### src/design/afc_pkg.sv
// Shared constants, types and helpers for the alpha flatten checkerboard block.
`default_nettype none

package afc_pkg;

    localparam int SAMPLE_W        = 16;
    localparam int MAX_SAMPLE_BITS = 16;
    localparam int DEPTH_W         = 5;
    localparam int CUT_W           = 4;
    localparam int PROD_W          = 2 * SAMPLE_W;
    localparam int SUM_W           = PROD_W + 1;
    localparam int BG_W            = 3 * SAMPLE_W;
    localparam int CFG_IDX_W       = 3;
    localparam int CFG_DATA_W      = BG_W;
    localparam int COORD_BITS_DEF  = 16;

    // register indexes on the configuration port
    localparam logic [CFG_IDX_W-1:0] REG_CHECKER_MODE = 3'd0;
    localparam logic [CFG_IDX_W-1:0] REG_SQUARE_SIZE  = 3'd1;
    localparam logic [CFG_IDX_W-1:0] REG_PRIMARY_BG   = 3'd2;
    localparam logic [CFG_IDX_W-1:0] REG_SECONDARY_BG = 3'd3;
    localparam logic [CFG_IDX_W-1:0] REG_SAMPLE_BITS  = 3'd4;
    localparam logic [CFG_IDX_W-1:0] REG_LINE_WIDTH   = 3'd5;

    localparam logic [DEPTH_W-1:0] SAMPLE_BITS_RST = 5'd8;

    // load strobes for the three lane stages
    typedef struct packed {
        logic s1;
        logic s2;
        logic s3;
    } lane_en_t;

    // depth clamped to 1..MAX_SAMPLE_BITS
    function automatic logic [DEPTH_W-1:0] depth_clamp(input logic [DEPTH_W-1:0] bits);
        logic [DEPTH_W-1:0] d;
        begin
            d = bits;
            if (bits == '0)
            begin
                d = DEPTH_W'(1);
            end
            else if (bits > DEPTH_W'(MAX_SAMPLE_BITS))
            begin
                d = DEPTH_W'(MAX_SAMPLE_BITS);
            end
            return d;
        end
    endfunction

endpackage

`default_nettype wire

### src/design/afc_pixel_if.sv
// Input channel: one RGBA pixel per transaction.
`default_nettype none

interface afc_pixel_if import afc_pkg::*; ();

    logic                valid;
    logic                ready;
    logic [SAMPLE_W-1:0] red_in;
    logic [SAMPLE_W-1:0] green_in;
    logic [SAMPLE_W-1:0] blue_in;
    logic [SAMPLE_W-1:0] alpha_in;
    logic                frame_start;

    modport source (output valid, red_in, green_in, blue_in, alpha_in, frame_start,
                    input ready);
    modport sink   (input valid, red_in, green_in, blue_in, alpha_in, frame_start,
                    output ready);

endinterface

`default_nettype wire

### src/design/afc_result_if.sv
// Output channel: one composited RGB pixel per transaction.
`default_nettype none

interface afc_result_if import afc_pkg::*; ();

    logic                valid;
    logic                ready;
    logic [SAMPLE_W-1:0] red_out;
    logic [SAMPLE_W-1:0] green_out;
    logic [SAMPLE_W-1:0] blue_out;

    modport source (output valid, red_out, green_out, blue_out, input ready);
    modport sink   (input valid, red_out, green_out, blue_out, output ready);

endinterface

`default_nettype wire

### src/design/afc_position.sv
// Raster position tracker: column, square offsets and checkerboard parity.
`default_nettype none

module afc_position import afc_pkg::*;
#(
    parameter int COORD_BITS = COORD_BITS_DEF
)
(
    input  wire logic                clk,
    input  wire logic                rst_n,
    input  wire logic                step,
    input  wire logic                frame_start,
    input  wire logic                checker_mode,
    input  wire logic [SAMPLE_W-1:0] square_size,
    input  wire logic [SAMPLE_W-1:0] line_width,
    output      logic                use_secondary
);

    localparam int CMP_W = ((COORD_BITS > SAMPLE_W) ? COORD_BITS : SAMPLE_W) + 1;

    logic [COORD_BITS-1:0] column_reg, column_next;
    logic [COORD_BITS-1:0] col_sq_reg, col_sq_next;
    logic [COORD_BITS-1:0] row_sq_reg, row_sq_next;
    logic                  col_par_reg, col_par_next;
    logic                  row_par_reg, row_par_next;

    logic [COORD_BITS-1:0] cur_col, cur_col_sq, cur_row_sq;
    logic                  cur_col_par, cur_row_par;
    logic [CMP_W-1:0]      col_p1, col_sq_p1, row_sq_p1, sq_ext, lw_ext;
    logic                  sq_on, col_sq_wrap, row_sq_wrap, line_end;

    // frame start clears the position before this pixel is used
    assign cur_col     = frame_start ? '0 : column_reg;
    assign cur_col_sq  = frame_start ? '0 : col_sq_reg;
    assign cur_row_sq  = frame_start ? '0 : row_sq_reg;
    assign cur_col_par = frame_start ? 1'b0 : col_par_reg;
    assign cur_row_par = frame_start ? 1'b0 : row_par_reg;

    assign sq_on  = (square_size != '0);
    assign sq_ext = CMP_W'(square_size);
    assign lw_ext = (line_width == '0) ? CMP_W'(1) : CMP_W'(line_width);

    assign col_p1    = CMP_W'(cur_col) + CMP_W'(1);
    assign col_sq_p1 = CMP_W'(cur_col_sq) + CMP_W'(1);
    assign row_sq_p1 = CMP_W'(cur_row_sq) + CMP_W'(1);

    assign col_sq_wrap = sq_on && (col_sq_p1 >= sq_ext);
    assign row_sq_wrap = sq_on && (row_sq_p1 >= sq_ext);
    assign line_end    = (col_p1 >= lw_ext);

    assign use_secondary = checker_mode && sq_on && !(cur_col_par ^ cur_row_par);

    always_comb
    begin
        if (line_end)
        begin
            column_next  = '0;
            col_sq_next  = '0;
            col_par_next = 1'b0;
            row_sq_next  = row_sq_wrap ? '0 : row_sq_p1[COORD_BITS-1:0];
            row_par_next = cur_row_par ^ row_sq_wrap;
        end
        else
        begin
            column_next  = col_p1[COORD_BITS-1:0];
            col_sq_next  = col_sq_wrap ? '0 : col_sq_p1[COORD_BITS-1:0];
            col_par_next = cur_col_par ^ col_sq_wrap;
            row_sq_next  = cur_row_sq;
            row_par_next = cur_row_par;
        end
    end

    always_ff @(posedge clk or negedge rst_n)
    begin
        if (!rst_n)
        begin
            column_reg  <= '0;
            col_sq_reg  <= '0;
            row_sq_reg  <= '0;
            col_par_reg <= 1'b0;
            row_par_reg <= 1'b0;
        end
        else if (step)
        begin
            column_reg  <= column_next;
            col_sq_reg  <= col_sq_next;
            row_sq_reg  <= row_sq_next;
            col_par_reg <= col_par_next;
            row_par_reg <= row_par_next;
        end
    end

endmodule

`default_nettype wire

### src/design/afc_blend_lane.sv
// One color channel of the blend: operand, product and sum stages.
`default_nettype none

module afc_blend_lane import afc_pkg::*;
(
    input  wire logic                clk,
    input  wire lane_en_t            en,
    input  wire logic [SAMPLE_W-1:0] sample,
    input  wire logic [SAMPLE_W-1:0] mask,
    input  wire logic [SAMPLE_W-1:0] alpha,
    input  wire logic [SAMPLE_W-1:0] alpha_inv,
    input  wire logic [SAMPLE_W-1:0] bg16,
    input  wire logic [CUT_W-1:0]    bg_cut,
    output      logic [SUM_W-1:0]    sum
);

    logic [SAMPLE_W-1:0] c_reg, a_reg, inv_reg, bg_reg;
    logic [PROD_W-1:0]   fg_prod_reg, bg_prod_reg;
    logic [SUM_W-1:0]    sum_reg;

    always_ff @(posedge clk)
    begin
        if (en.s1)
        begin
            c_reg   <= sample & mask;
            a_reg   <= alpha;
            inv_reg <= alpha_inv;
            bg_reg  <= bg16 >> bg_cut;
        end
        if (en.s2)
        begin
            fg_prod_reg <= c_reg * a_reg;
            bg_prod_reg <= bg_reg * inv_reg;
        end
        if (en.s3)
        begin
            sum_reg <= SUM_W'(fg_prod_reg) + SUM_W'(bg_prod_reg);
        end
    end

    assign sum = sum_reg;

endmodule

`default_nettype wire

### src/design/alpha_flatten_checkerboard_unit.sv
// Top level: configuration registers, position tracker, three blend lanes, output merge.
`default_nettype none

// Composites one RGBA pixel per clock over a solid or checkerboard background
// while pix_out.ready stays high. A pixel passes from pix_in to pix_out through
// three stages in each color lane (operands, products, sum) and then the output
// register that shifts and merges the lanes. Stages advance independently, so
// pix_in.ready stays high while any stage ahead has room; with the output held,
// up to four pixels are in flight and pix_in.ready follows pix_out.ready.
// Configuration writes go through cfg_write/cfg_index/cfg_data and are meant
// for idle periods only.
module alpha_flatten_checkerboard_unit import afc_pkg::*;
#(
    parameter int COORD_BITS = COORD_BITS_DEF
)
(
    input  wire logic                  clk,
    input  wire logic                  rst_n,
    input  wire logic                  cfg_write,
    input  wire logic [CFG_IDX_W-1:0]  cfg_index,
    input  wire logic [CFG_DATA_W-1:0] cfg_data,
    afc_pixel_if.sink                  pix_in,
    afc_result_if.source               pix_out
);

    logic                checker_mode_reg;
    logic [SAMPLE_W-1:0] square_size_reg;
    logic [BG_W-1:0]     primary_bg_reg;
    logic [BG_W-1:0]     secondary_bg_reg;
    logic [DEPTH_W-1:0]  sample_bits_reg;
    logic [SAMPLE_W-1:0] line_width_reg;

    always_ff @(posedge clk or negedge rst_n)
    begin
        if (!rst_n)
        begin
            checker_mode_reg <= 1'b0;
            square_size_reg  <= '0;
            primary_bg_reg   <= '0;
            secondary_bg_reg <= '0;
            sample_bits_reg  <= SAMPLE_BITS_RST;
            line_width_reg   <= SAMPLE_W'(1);
        end
        else if (cfg_write)
        begin
            case (cfg_index)
                REG_CHECKER_MODE: checker_mode_reg <= cfg_data[0];
                REG_SQUARE_SIZE:  square_size_reg  <= cfg_data[SAMPLE_W-1:0];
                REG_PRIMARY_BG:   primary_bg_reg   <= cfg_data[BG_W-1:0];
                REG_SECONDARY_BG: secondary_bg_reg <= cfg_data[BG_W-1:0];
                REG_SAMPLE_BITS:  sample_bits_reg  <= cfg_data[DEPTH_W-1:0];
                REG_LINE_WIDTH:   line_width_reg   <= cfg_data[SAMPLE_W-1:0];
                default: ;
            endcase
        end
    end

    // pipeline control: each stage loads when its predecessor holds data and it has room
    logic     v1_reg, v2_reg, v3_reg, vo_reg;
    logic     ld1, ld2, ld3, ld_o;
    logic     free1, free2, free3, free_o;
    lane_en_t lane_en;

    assign free_o = !vo_reg || pix_out.ready;
    assign ld_o   = v3_reg && free_o;
    assign free3  = !v3_reg || ld_o;
    assign ld3    = v2_reg && free3;
    assign free2  = !v2_reg || ld3;
    assign ld2    = v1_reg && free2;
    assign free1  = !v1_reg || ld2;
    assign ld1    = pix_in.valid && free1;

    assign pix_in.ready = free1;
    assign lane_en      = '{s1: ld1, s2: ld2, s3: ld3};

    always_ff @(posedge clk or negedge rst_n)
    begin
        if (!rst_n)
        begin
            v1_reg <= 1'b0;
            v2_reg <= 1'b0;
            v3_reg <= 1'b0;
            vo_reg <= 1'b0;
        end
        else
        begin
            v1_reg <= ld1 || (v1_reg && !ld2);
            v2_reg <= ld2 || (v2_reg && !ld3);
            v3_reg <= ld3 || (v3_reg && !ld_o);
            vo_reg <= ld_o || (vo_reg && !pix_out.ready);
        end
    end

    // per-pixel shared operands
    logic [DEPTH_W-1:0]  depth;
    logic [SAMPLE_W-1:0] mask, alpha_m, alpha_inv;
    logic [CUT_W-1:0]    bg_cut;
    logic                use_secondary;
    logic [BG_W-1:0]     bg_word;

    assign depth     = depth_clamp(sample_bits_reg);
    assign mask      = SAMPLE_W'((SAMPLE_W + 1)'(1) << depth) - SAMPLE_W'(1);
    assign alpha_m   = pix_in.alpha_in & mask;
    assign alpha_inv = mask - alpha_m;
    assign bg_cut    = CUT_W'(DEPTH_W'(SAMPLE_W) - depth);
    assign bg_word   = use_secondary ? secondary_bg_reg : primary_bg_reg;

    afc_position #(.COORD_BITS(COORD_BITS)) u_position
    (
        .clk           (clk),
        .rst_n         (rst_n),
        .step          (ld1),
        .frame_start   (pix_in.frame_start),
        .checker_mode  (checker_mode_reg),
        .square_size   (square_size_reg),
        .line_width    (line_width_reg),
        .use_secondary (use_secondary)
    );

    logic [SUM_W-1:0] red_sum, green_sum, blue_sum;

    afc_blend_lane u_lane_red
    (
        .clk       (clk),
        .en        (lane_en),
        .sample    (pix_in.red_in),
        .mask      (mask),
        .alpha     (alpha_m),
        .alpha_inv (alpha_inv),
        .bg16      (bg_word[3*SAMPLE_W-1:2*SAMPLE_W]),
        .bg_cut    (bg_cut),
        .sum       (red_sum)
    );

    afc_blend_lane u_lane_green
    (
        .clk       (clk),
        .en        (lane_en),
        .sample    (pix_in.green_in),
        .mask      (mask),
        .alpha     (alpha_m),
        .alpha_inv (alpha_inv),
        .bg16      (bg_word[2*SAMPLE_W-1:SAMPLE_W]),
        .bg_cut    (bg_cut),
        .sum       (green_sum)
    );

    afc_blend_lane u_lane_blue
    (
        .clk       (clk),
        .en        (lane_en),
        .sample    (pix_in.blue_in),
        .mask      (mask),
        .alpha     (alpha_m),
        .alpha_inv (alpha_inv),
        .bg16      (bg_word[SAMPLE_W-1:0]),
        .bg_cut    (bg_cut),
        .sum       (blue_sum)
    );

    // merge: scale each lane sum back to the sample depth
    logic [SAMPLE_W-1:0] red_reg, green_reg, blue_reg;

    always_ff @(posedge clk)
    begin
        if (ld_o)
        begin
            red_reg   <= SAMPLE_W'(red_sum >> depth);
            green_reg <= SAMPLE_W'(green_sum >> depth);
            blue_reg  <= SAMPLE_W'(blue_sum >> depth);
        end
    end

    assign pix_out.valid     = vo_reg;
    assign pix_out.red_out   = red_reg;
    assign pix_out.green_out = green_reg;
    assign pix_out.blue_out  = blue_reg;

endmodule

`default_nettype wire
### src/flat_wrapper.sv
// flat-port wrapper written by rule: the top's interface ports become plain ports
module alpha_flatten_checkerboard_unit_flat import afc_pkg::*;
#(
    parameter int COORD_BITS = COORD_BITS_DEF
)
  (clk, rst_n, cfg_write, cfg_index, cfg_data, pix_in_valid, pix_in_red_in, pix_in_green_in, pix_in_blue_in, pix_in_alpha_in, pix_in_frame_start, pix_in_ready, pix_out_valid, pix_out_red_out, pix_out_green_out, pix_out_blue_out, pix_out_ready);
  afc_pixel_if pix_in_i ();
  afc_result_if pix_out_i ();
  input  wire logic clk;
  input  wire logic rst_n;
  input  wire logic cfg_write;
  input  wire logic [CFG_IDX_W-1:0] cfg_index;
  input  wire logic [CFG_DATA_W-1:0] cfg_data;
  input wire logic [$bits(pix_in_i.valid)-1:0] pix_in_valid;
  input wire logic [$bits(pix_in_i.red_in)-1:0] pix_in_red_in;
  input wire logic [$bits(pix_in_i.green_in)-1:0] pix_in_green_in;
  input wire logic [$bits(pix_in_i.blue_in)-1:0] pix_in_blue_in;
  input wire logic [$bits(pix_in_i.alpha_in)-1:0] pix_in_alpha_in;
  input wire logic [$bits(pix_in_i.frame_start)-1:0] pix_in_frame_start;
  output wire logic [$bits(pix_in_i.ready)-1:0] pix_in_ready;
  output wire logic [$bits(pix_out_i.valid)-1:0] pix_out_valid;
  output wire logic [$bits(pix_out_i.red_out)-1:0] pix_out_red_out;
  output wire logic [$bits(pix_out_i.green_out)-1:0] pix_out_green_out;
  output wire logic [$bits(pix_out_i.blue_out)-1:0] pix_out_blue_out;
  input wire logic [$bits(pix_out_i.ready)-1:0] pix_out_ready;
  assign pix_in_i.valid = pix_in_valid;
  assign pix_in_i.red_in = pix_in_red_in;
  assign pix_in_i.green_in = pix_in_green_in;
  assign pix_in_i.blue_in = pix_in_blue_in;
  assign pix_in_i.alpha_in = pix_in_alpha_in;
  assign pix_in_i.frame_start = pix_in_frame_start;
  assign pix_in_ready = pix_in_i.ready;
  assign pix_out_valid = pix_out_i.valid;
  assign pix_out_red_out = pix_out_i.red_out;
  assign pix_out_green_out = pix_out_i.green_out;
  assign pix_out_blue_out = pix_out_i.blue_out;
  assign pix_out_i.ready = pix_out_ready;
  alpha_flatten_checkerboard_unit #(.COORD_BITS(COORD_BITS)) u_core (.clk(clk), .rst_n(rst_n), .cfg_write(cfg_write), .cfg_index(cfg_index), .cfg_data(cfg_data), .pix_in(pix_in_i), .pix_out(pix_out_i));
endmodule
### config.mk
export PLATFORM = sky130hd
export DESIGN_NAME = alpha_flatten_checkerboard_unit_flat
export DESIGN_NICKNAME = d
export VERILOG_FILES = /design/src/design/afc_pkg.sv /design/src/design/afc_pixel_if.sv /design/src/design/afc_result_if.sv /design/src/design/afc_position.sv /design/src/design/afc_blend_lane.sv /design/src/design/alpha_flatten_checkerboard_unit.sv /design/src/flat_wrapper.sv
export SDC_FILE = /design/constraint.sdc
export NUM_CORES = 2
export LEC_CHECK = 0
export BUFFER_PORTS_ARGS = -buffer_cell sky130_fd_sc_hd__buf_2
export CAP_MARGIN = 25
export CELL_PAD_IN_SITES_DETAIL_PLACEMENT = 1
export CELL_PAD_IN_SITES_GLOBAL_PLACEMENT = 1
export CORE_UTILIZATION = 25
export DETAILED_ROUTE_END_ITERATION = 10
export PLACE_DENSITY_LB_ADDON = 0.1
export SLEW_MARGIN = 15
export SYNTH_ARGS = -nofsm -noshare
export SYNTH_HDL_FRONTEND = slang
export SYNTH_SLANG_ARGS = --single-unit
export TNS_END_PERCENT = 5
### constraint.sdc
create_clock -name clk -period 7.15 [get_ports clk]
set_input_delay 0.3575 -clock clk [delete_from_list [all_inputs] [get_ports clk]]
set_output_delay 0.3575 -clock clk [all_outputs]
set_load 0.005 [all_outputs]
======== Word-level counts from Yosys, hierarchy flattened ========
Index checks and enable logic that the tools add are counted.
operators by class
  add/subtract/negate cells ............... 9
  $mul .................................... 6
  $lt $le $gt $ge ......................... 4
  equality and inequality tests ........... 5
  shift operators ......................... 7
  muxes and demuxes ....................... 16
  bitwise logic cells ..................... 7
  reduce and logical (&&, ||, !) cells .... 39
operators with widths
  operator                                             number
  multiplier 16 x 16 -> 32 bit                         6
  two-way mux 16 bit                                   9
  adder 32 x 32 -> 33 bit                              3
  right shift 33 x 5 -> 16 bit                         3
  AND 16 bit                                           4
  adder 16 x 1 -> 17 bit (second input constant)       3
  greater-or-equal comparator 17 x 16 -> 1 bit         3
  two-way mux 48 bit                                   1
  right shift 16 x 4 -> 16 bit                         3
  logical NOT 16 bit                                   1
  nonzero test 16 bit                                  1
  left shift 1 x 5 -> 16 bit (first input constant)    1
  subtractor 16 bit                                    1
  subtractor 16 x 2 -> 16 bit (second input constant)  1
  logical AND 1 bit                                    12
  AND reduction 2 bit                                  6
  two-way mux 5 bit                                    2
  logical NOT 1 bit                                    9
  logical OR 1 bit                                     8
  == test 3 x 2 -> 1 bit (second input constant)       2
  == test 3 bit (second input constant)                2
  > comparator 5 bit (second input constant)           1
  logical NOT 5 bit                                    1
  two-way mux 1 bit                                    4
  4 further kinds                                      6
word-level totals
  bits in registers ....................... 655
  input port bits ......................... 121
  output and inout port bits .............. 50
  logic and storage cells ................. 128

======== Logic depth before layout (Yosys ltp) ========
  depth after elaboration ................. 10
  depth in mapped cells ................... 26
  depth with buffers taken out ............ 23

======== Hierarchy ========
Synthesis repeated with hierarchy kept, for this count alone.
unflattened totals
  cells, all modules ...................... 9105
  area total of the unflattened synthesis .. 89702.3 µm²
modules (own cells, without submodules)
  module                                times used  cells an instance  area an instance (µm²)  sequential area each (µm²)
  afc_blend_lane (u_core.u_lane_blue)   1           2542               24642.4                 4834.6
  afc_blend_lane (u_core.u_lane_red)    1           2542               24622.4                 4834.6
  afc_blend_lane (u_core.u_lane_green)  1           2477               24232.0                 4834.6
  alpha_flatten_checkerboard_unit       1           1028               11843.9                 4897.2
  afc_position                          1           516                4361.7                  1251.2

======== Worst setup path before layout ========
OpenSTA, ideal clock, no wires.
  kind .................................... register -> register
  from .................................... register u_core.u_lane_red.a_reg[8] (netlist name)
  to ...................................... register u_core.u_lane_blue.fg_prod_reg[30] (data pin)
  setup time .............................. 0.257 ns
  arrival ................................. 6.164 ns
  required time ........................... 6.893 ns
  path slack .............................. 0.729 ns
  cell stages (with the launch flop) ...... 25
  path buffers ............................ 2
  clock period less this slack ............ 6.421 ns
  cells stage by stage .................... edfxtp_1 clkbuf_1 clkbuf_1 nand2_1 fa_1 inv_1 fa_1 inv_1 fa_1 inv_1 fa_1 fa_1 inv_1 fa_1 inv_1 ha_1 o21a_1 o2111a_1 and3_1 o31a_1 a211oi_1 o21ba_2 o21ai_1 a211o_1 xor2_1
RTL lines
  item                  line                  source
  to (signal assigned)  afc_blend_lane.sv:32  fg_prod_reg <= c_reg * a_reg;
  to (decl)             afc_blend_lane.sv:18  logic [PROD_W-1:0] fg_prod_reg, bg_prod_reg;

======== Worst setup path in the final report ========
  from .................................... register u_core.u_lane_red.a_reg[5]
  to ...................................... register u_core.u_lane_red.fg_prod_reg[31] (data pin)
on the way
  word-level cells in the longest chain between the ends .. 1
RTL lines
  item                          line                  source
  from (decl)                   afc_blend_lane.sv:17  logic [SAMPLE_W-1:0] c_reg, a_reg, inv_reg, bg_reg;
  from (signal assigned)        afc_blend_lane.sv:26  a_reg <= alpha;
  multiplier 16 x 16 -> 32 bit  afc_blend_lane.sv:32
  to (signal assigned)          afc_blend_lane.sv:32
  to (decl)                     afc_blend_lane.sv:18
No other way between the ends.
A chain may end at the register's enable or synchronous reset.

==> impl_results.md <==
* Outcome: complete, but fails checks
* Failing checks: design-rule violations
* Layout fillers at a little under 40k
* Fin Setup TNS at 0 ns
* Core area at approximately 0.34 mm^2
* Global-route wire length before repair at 447000 um
* Reg clk slew, reported paths at around 0.070 ns
* Register area share after synthesis at a little over a fifth
* Tightest Hold Check Type: input pin to flip-flop
* Port Buffer Count at 170
* Die Wd at roughly 600 um
* Hold Slack at 0.0341 ns
* Clock Sinks at between 600 and 700
* Fmax at 146 MHz
* Req. time, crit path at between 7 and 8 ns
* Arr. time, crit path at 7.39 ns
* Adder-Cell Fraction of Synth Area at roughly 39%
* Share of the synthesized area in the top cell type at a little over a quarter
* GRT met3 Usage at around 1.3%
* Layout net count at ~11k
* DRC viols at 12
* Crit path max fanout at 38
* Vias in the first global route at approximately 70k
* Largest family of logic cells by synthesized area: adder cells
* Die area at 0.344 mm^2
* Post-synth EDFFs at between 400 and 500
* Routability-driven placement congestion ratio at 0.795
* Global Route met2 Usage at between 30% and 40%
* Top FF cell, synth: edfxtp_1
* WL/cell at ~21 um
* Setup crit end kind: flip-flop
* Die height at roughly 600 um
* Synth async-reset ratio at 28.9%
* HPWL Detailed at between 200000 and 250000 um
* Clock Latency Late Sink at approximately 0.84 ns
* Reg area at 0.0186 mm^2
* Core Rows at between 200 and 250
* Synth Area in Compound Gates at 7.53%
* Placement Cell Area at between 0.09 and 0.1 mm^2
* Period utilization at a little over nine tenths
* Drt total wl at roughly 290000 um
* Post-Layout Inst Area at ~0.097 mm^2
* Simple-gate share of the synthesized area at around 15%
* Synth area leader: fa_1
* Setup violators final at 0
* Mux contribution to synthesized area at ~5.8%
* Worst setup SP type: flip-flop
* GR Util met1 at 22.5%
* Final ANT Viol Nets at 0
* Vias/cell at roughly 4.5
* Initial antenna violation count at 21
* Largest net degree at the start of global routing at 131
* CTS Buf Count at 96
* Max Cap Viol at 0
* Final Hold Fails at 0
* Rel. slew slack at approximately 31%
* Avg Inst Size Synth at between 9 and 10 um^2
* Post-Syn Instances at slightly below 9k
* Total number of vias at around 61k
* Most common cell in the netlist: inv_1
* Clk buf depth at 4
* I/O Pins at 171
* Total congestion overflow at 0
* Skew final at between 0.08 and 0.09 ns
* Synth top cells by count: 1468 x inv_1, 1167 x fa_1, 1129 x nand2_1
* Layout overhead on the synthesized area at 13.4%
* Top cells by area, synth: fa_1 27%, edfxtp_1 16%, ha_1 11%
* Seq cells post-synth at roughly 650
* DP Worst Slack at roughly 0.20 ns
* Starting Density at between 20 and 30%
* Post-Synth XOR/XNOR Area at a little over 3%
* Synthesized area at about 0.085 mm^2
* Fin crit period at roughly 6.8 ns
* Syn_nets at roughly 11k
* CTS tree: done
* H-tree levels at 3
* R2R setup slack at 0.32 ns
* Share of cells above drive strength 1 at under 10%
* Final worst slack at between 0.3 and 0.4 ns
* Detailed Route Iter0 Violations at 2481
* Synth cell types at around 100
* CTS root buffer: clkbuf_16
* Worst Max-Slew Pin Slew at 1.03 ns
* Yosys warning count at 0
* Drt first pass iters at 8
* Busiest grt layer: met2
* CP Class: flip-flop to flip-flop
* Max-slew violation count at 0
* GRT Util Overall at 17.2%
* Area of the multi-input gates at between 0.05 and 0.06 mm^2
[kinds of logic after synthesis]
family | count (synthesis)
adder cells (fa/ha/maj) | 1946
flip-flops | 651
AO/OA/AOI/OAI | 969
AND/OR/NAND/NOR | 2547
buffers and inverters | 1868
multiplexers | 466
XOR/XNOR | 294
other | 1
[cells in the final DEF, fill, tap and decap left out, types with 33 or more instances in the layout]
cell type      synthesis  layout
dfrtp_1              186     184
and2_1               791     789
o21ai_0              161     154
clkbuf_16              0      96
edfxtp_1             463     463
a21oi_1              244     244
buf_2                 24     169
nor3_1                47      45
nor2b_1               89      86
buf_4                  7     186
ha_1                 779     777
xnor2_1              198     197
nand2b_1              45      44
o21a_1                33      33
mux2i_1              298     298
dlygate4sd3_1          0     111
nand4_1               36      36
buf_12                 0      34
nand3_1               74      74
mux2_2               160     160
nor2_1               211     210
o21ai_1               34      41
fa_1                1167    1167
o21bai_1              40      39
a21o_1               160     160
a211oi_1              49      49
nand2_1             1129    1128
xor2_1                96      96
inv_1               1468    1468
[layer usage]
layer	up-vias	routed length, um
li1	28400	-
met1	32100	131000
met2	474	149000
met3	204	5620
met4	0	4520
met5	-	0
[worst paths after layout]
check | to | startpoint | depth (start not counted)
max in group asynchronous | u_core.sample_bits_reg[4] | rst_n | 3
min | u_core.u_lane_blue.c_reg[2] | pix_in_blue_in[2] | 2
max | u_core.u_lane_red.fg_prod_reg[31] | u_core.u_lane_red.a_reg[5] | 22
max reg2reg | u_core.u_lane_red.fg_prod_reg[31] | u_core.u_lane_red.a_reg[5] | 22
min in group asynchronous | u_core.secondary_bg_reg[17] | rst_n | 2
min reg2reg | u_core.u_position.row_sq_reg[14] | u_core.u_position.row_sq_reg[14] | 1
[final cells by class]
class | count | share of cell area [%]
inverter | 1473 | 5.72
clock buffer | 112 | 2.57
antenna | 5 | 0.0129
timing repair buffer | 502 | 4.20
sequential | 651 | 19.2
multi-input combinational | 6223 | 61.7
clock inverter | 57 | 0.666
tap | 4536 | 5.87
[timing repair]
action | in CTS | in global routing
hold buffers | 111 | 0
gates resized for setup | 0 | 5
endpoints found under the hold margin | 268 | 0
setup endpoints to repair | 0 | 13
buffers inserted | 0 | 3
[worst max-delay path, stage by stage (launching register included)]
cell	delay (ns)
edfxtp_1	0.44
buf_12	0.20
and2_1	0.19
fa_1	0.52
inv_1	0.06
fa_1	0.45
fa_1	0.52
fa_1	0.55
inv_1	0.05
fa_1	0.48
inv_1	0.05
fa_1	0.47
inv_1	0.04
ha_1	0.33
and3_1	0.22
a221oi_1	0.34
o31ai_2	0.17
a21oi_1	0.42
o31a_1	0.25
nor3_1	0.09
a2111oi_2	0.39
a21oi_1	0.15
xnor2_1	0.15
[metrics by stage]
stage,cells,util (%)
final,13600,28.5
after global routing,13600,28.5
after CTS,13500,28.5
after floorplan,8742,-
after global placement,13300,27.2
after detailed placement,13300,27.2
Power is left out: the tool's default activity adds up to more than one toggle a clock period on the data nets, which glitch-free logic cannot reach.
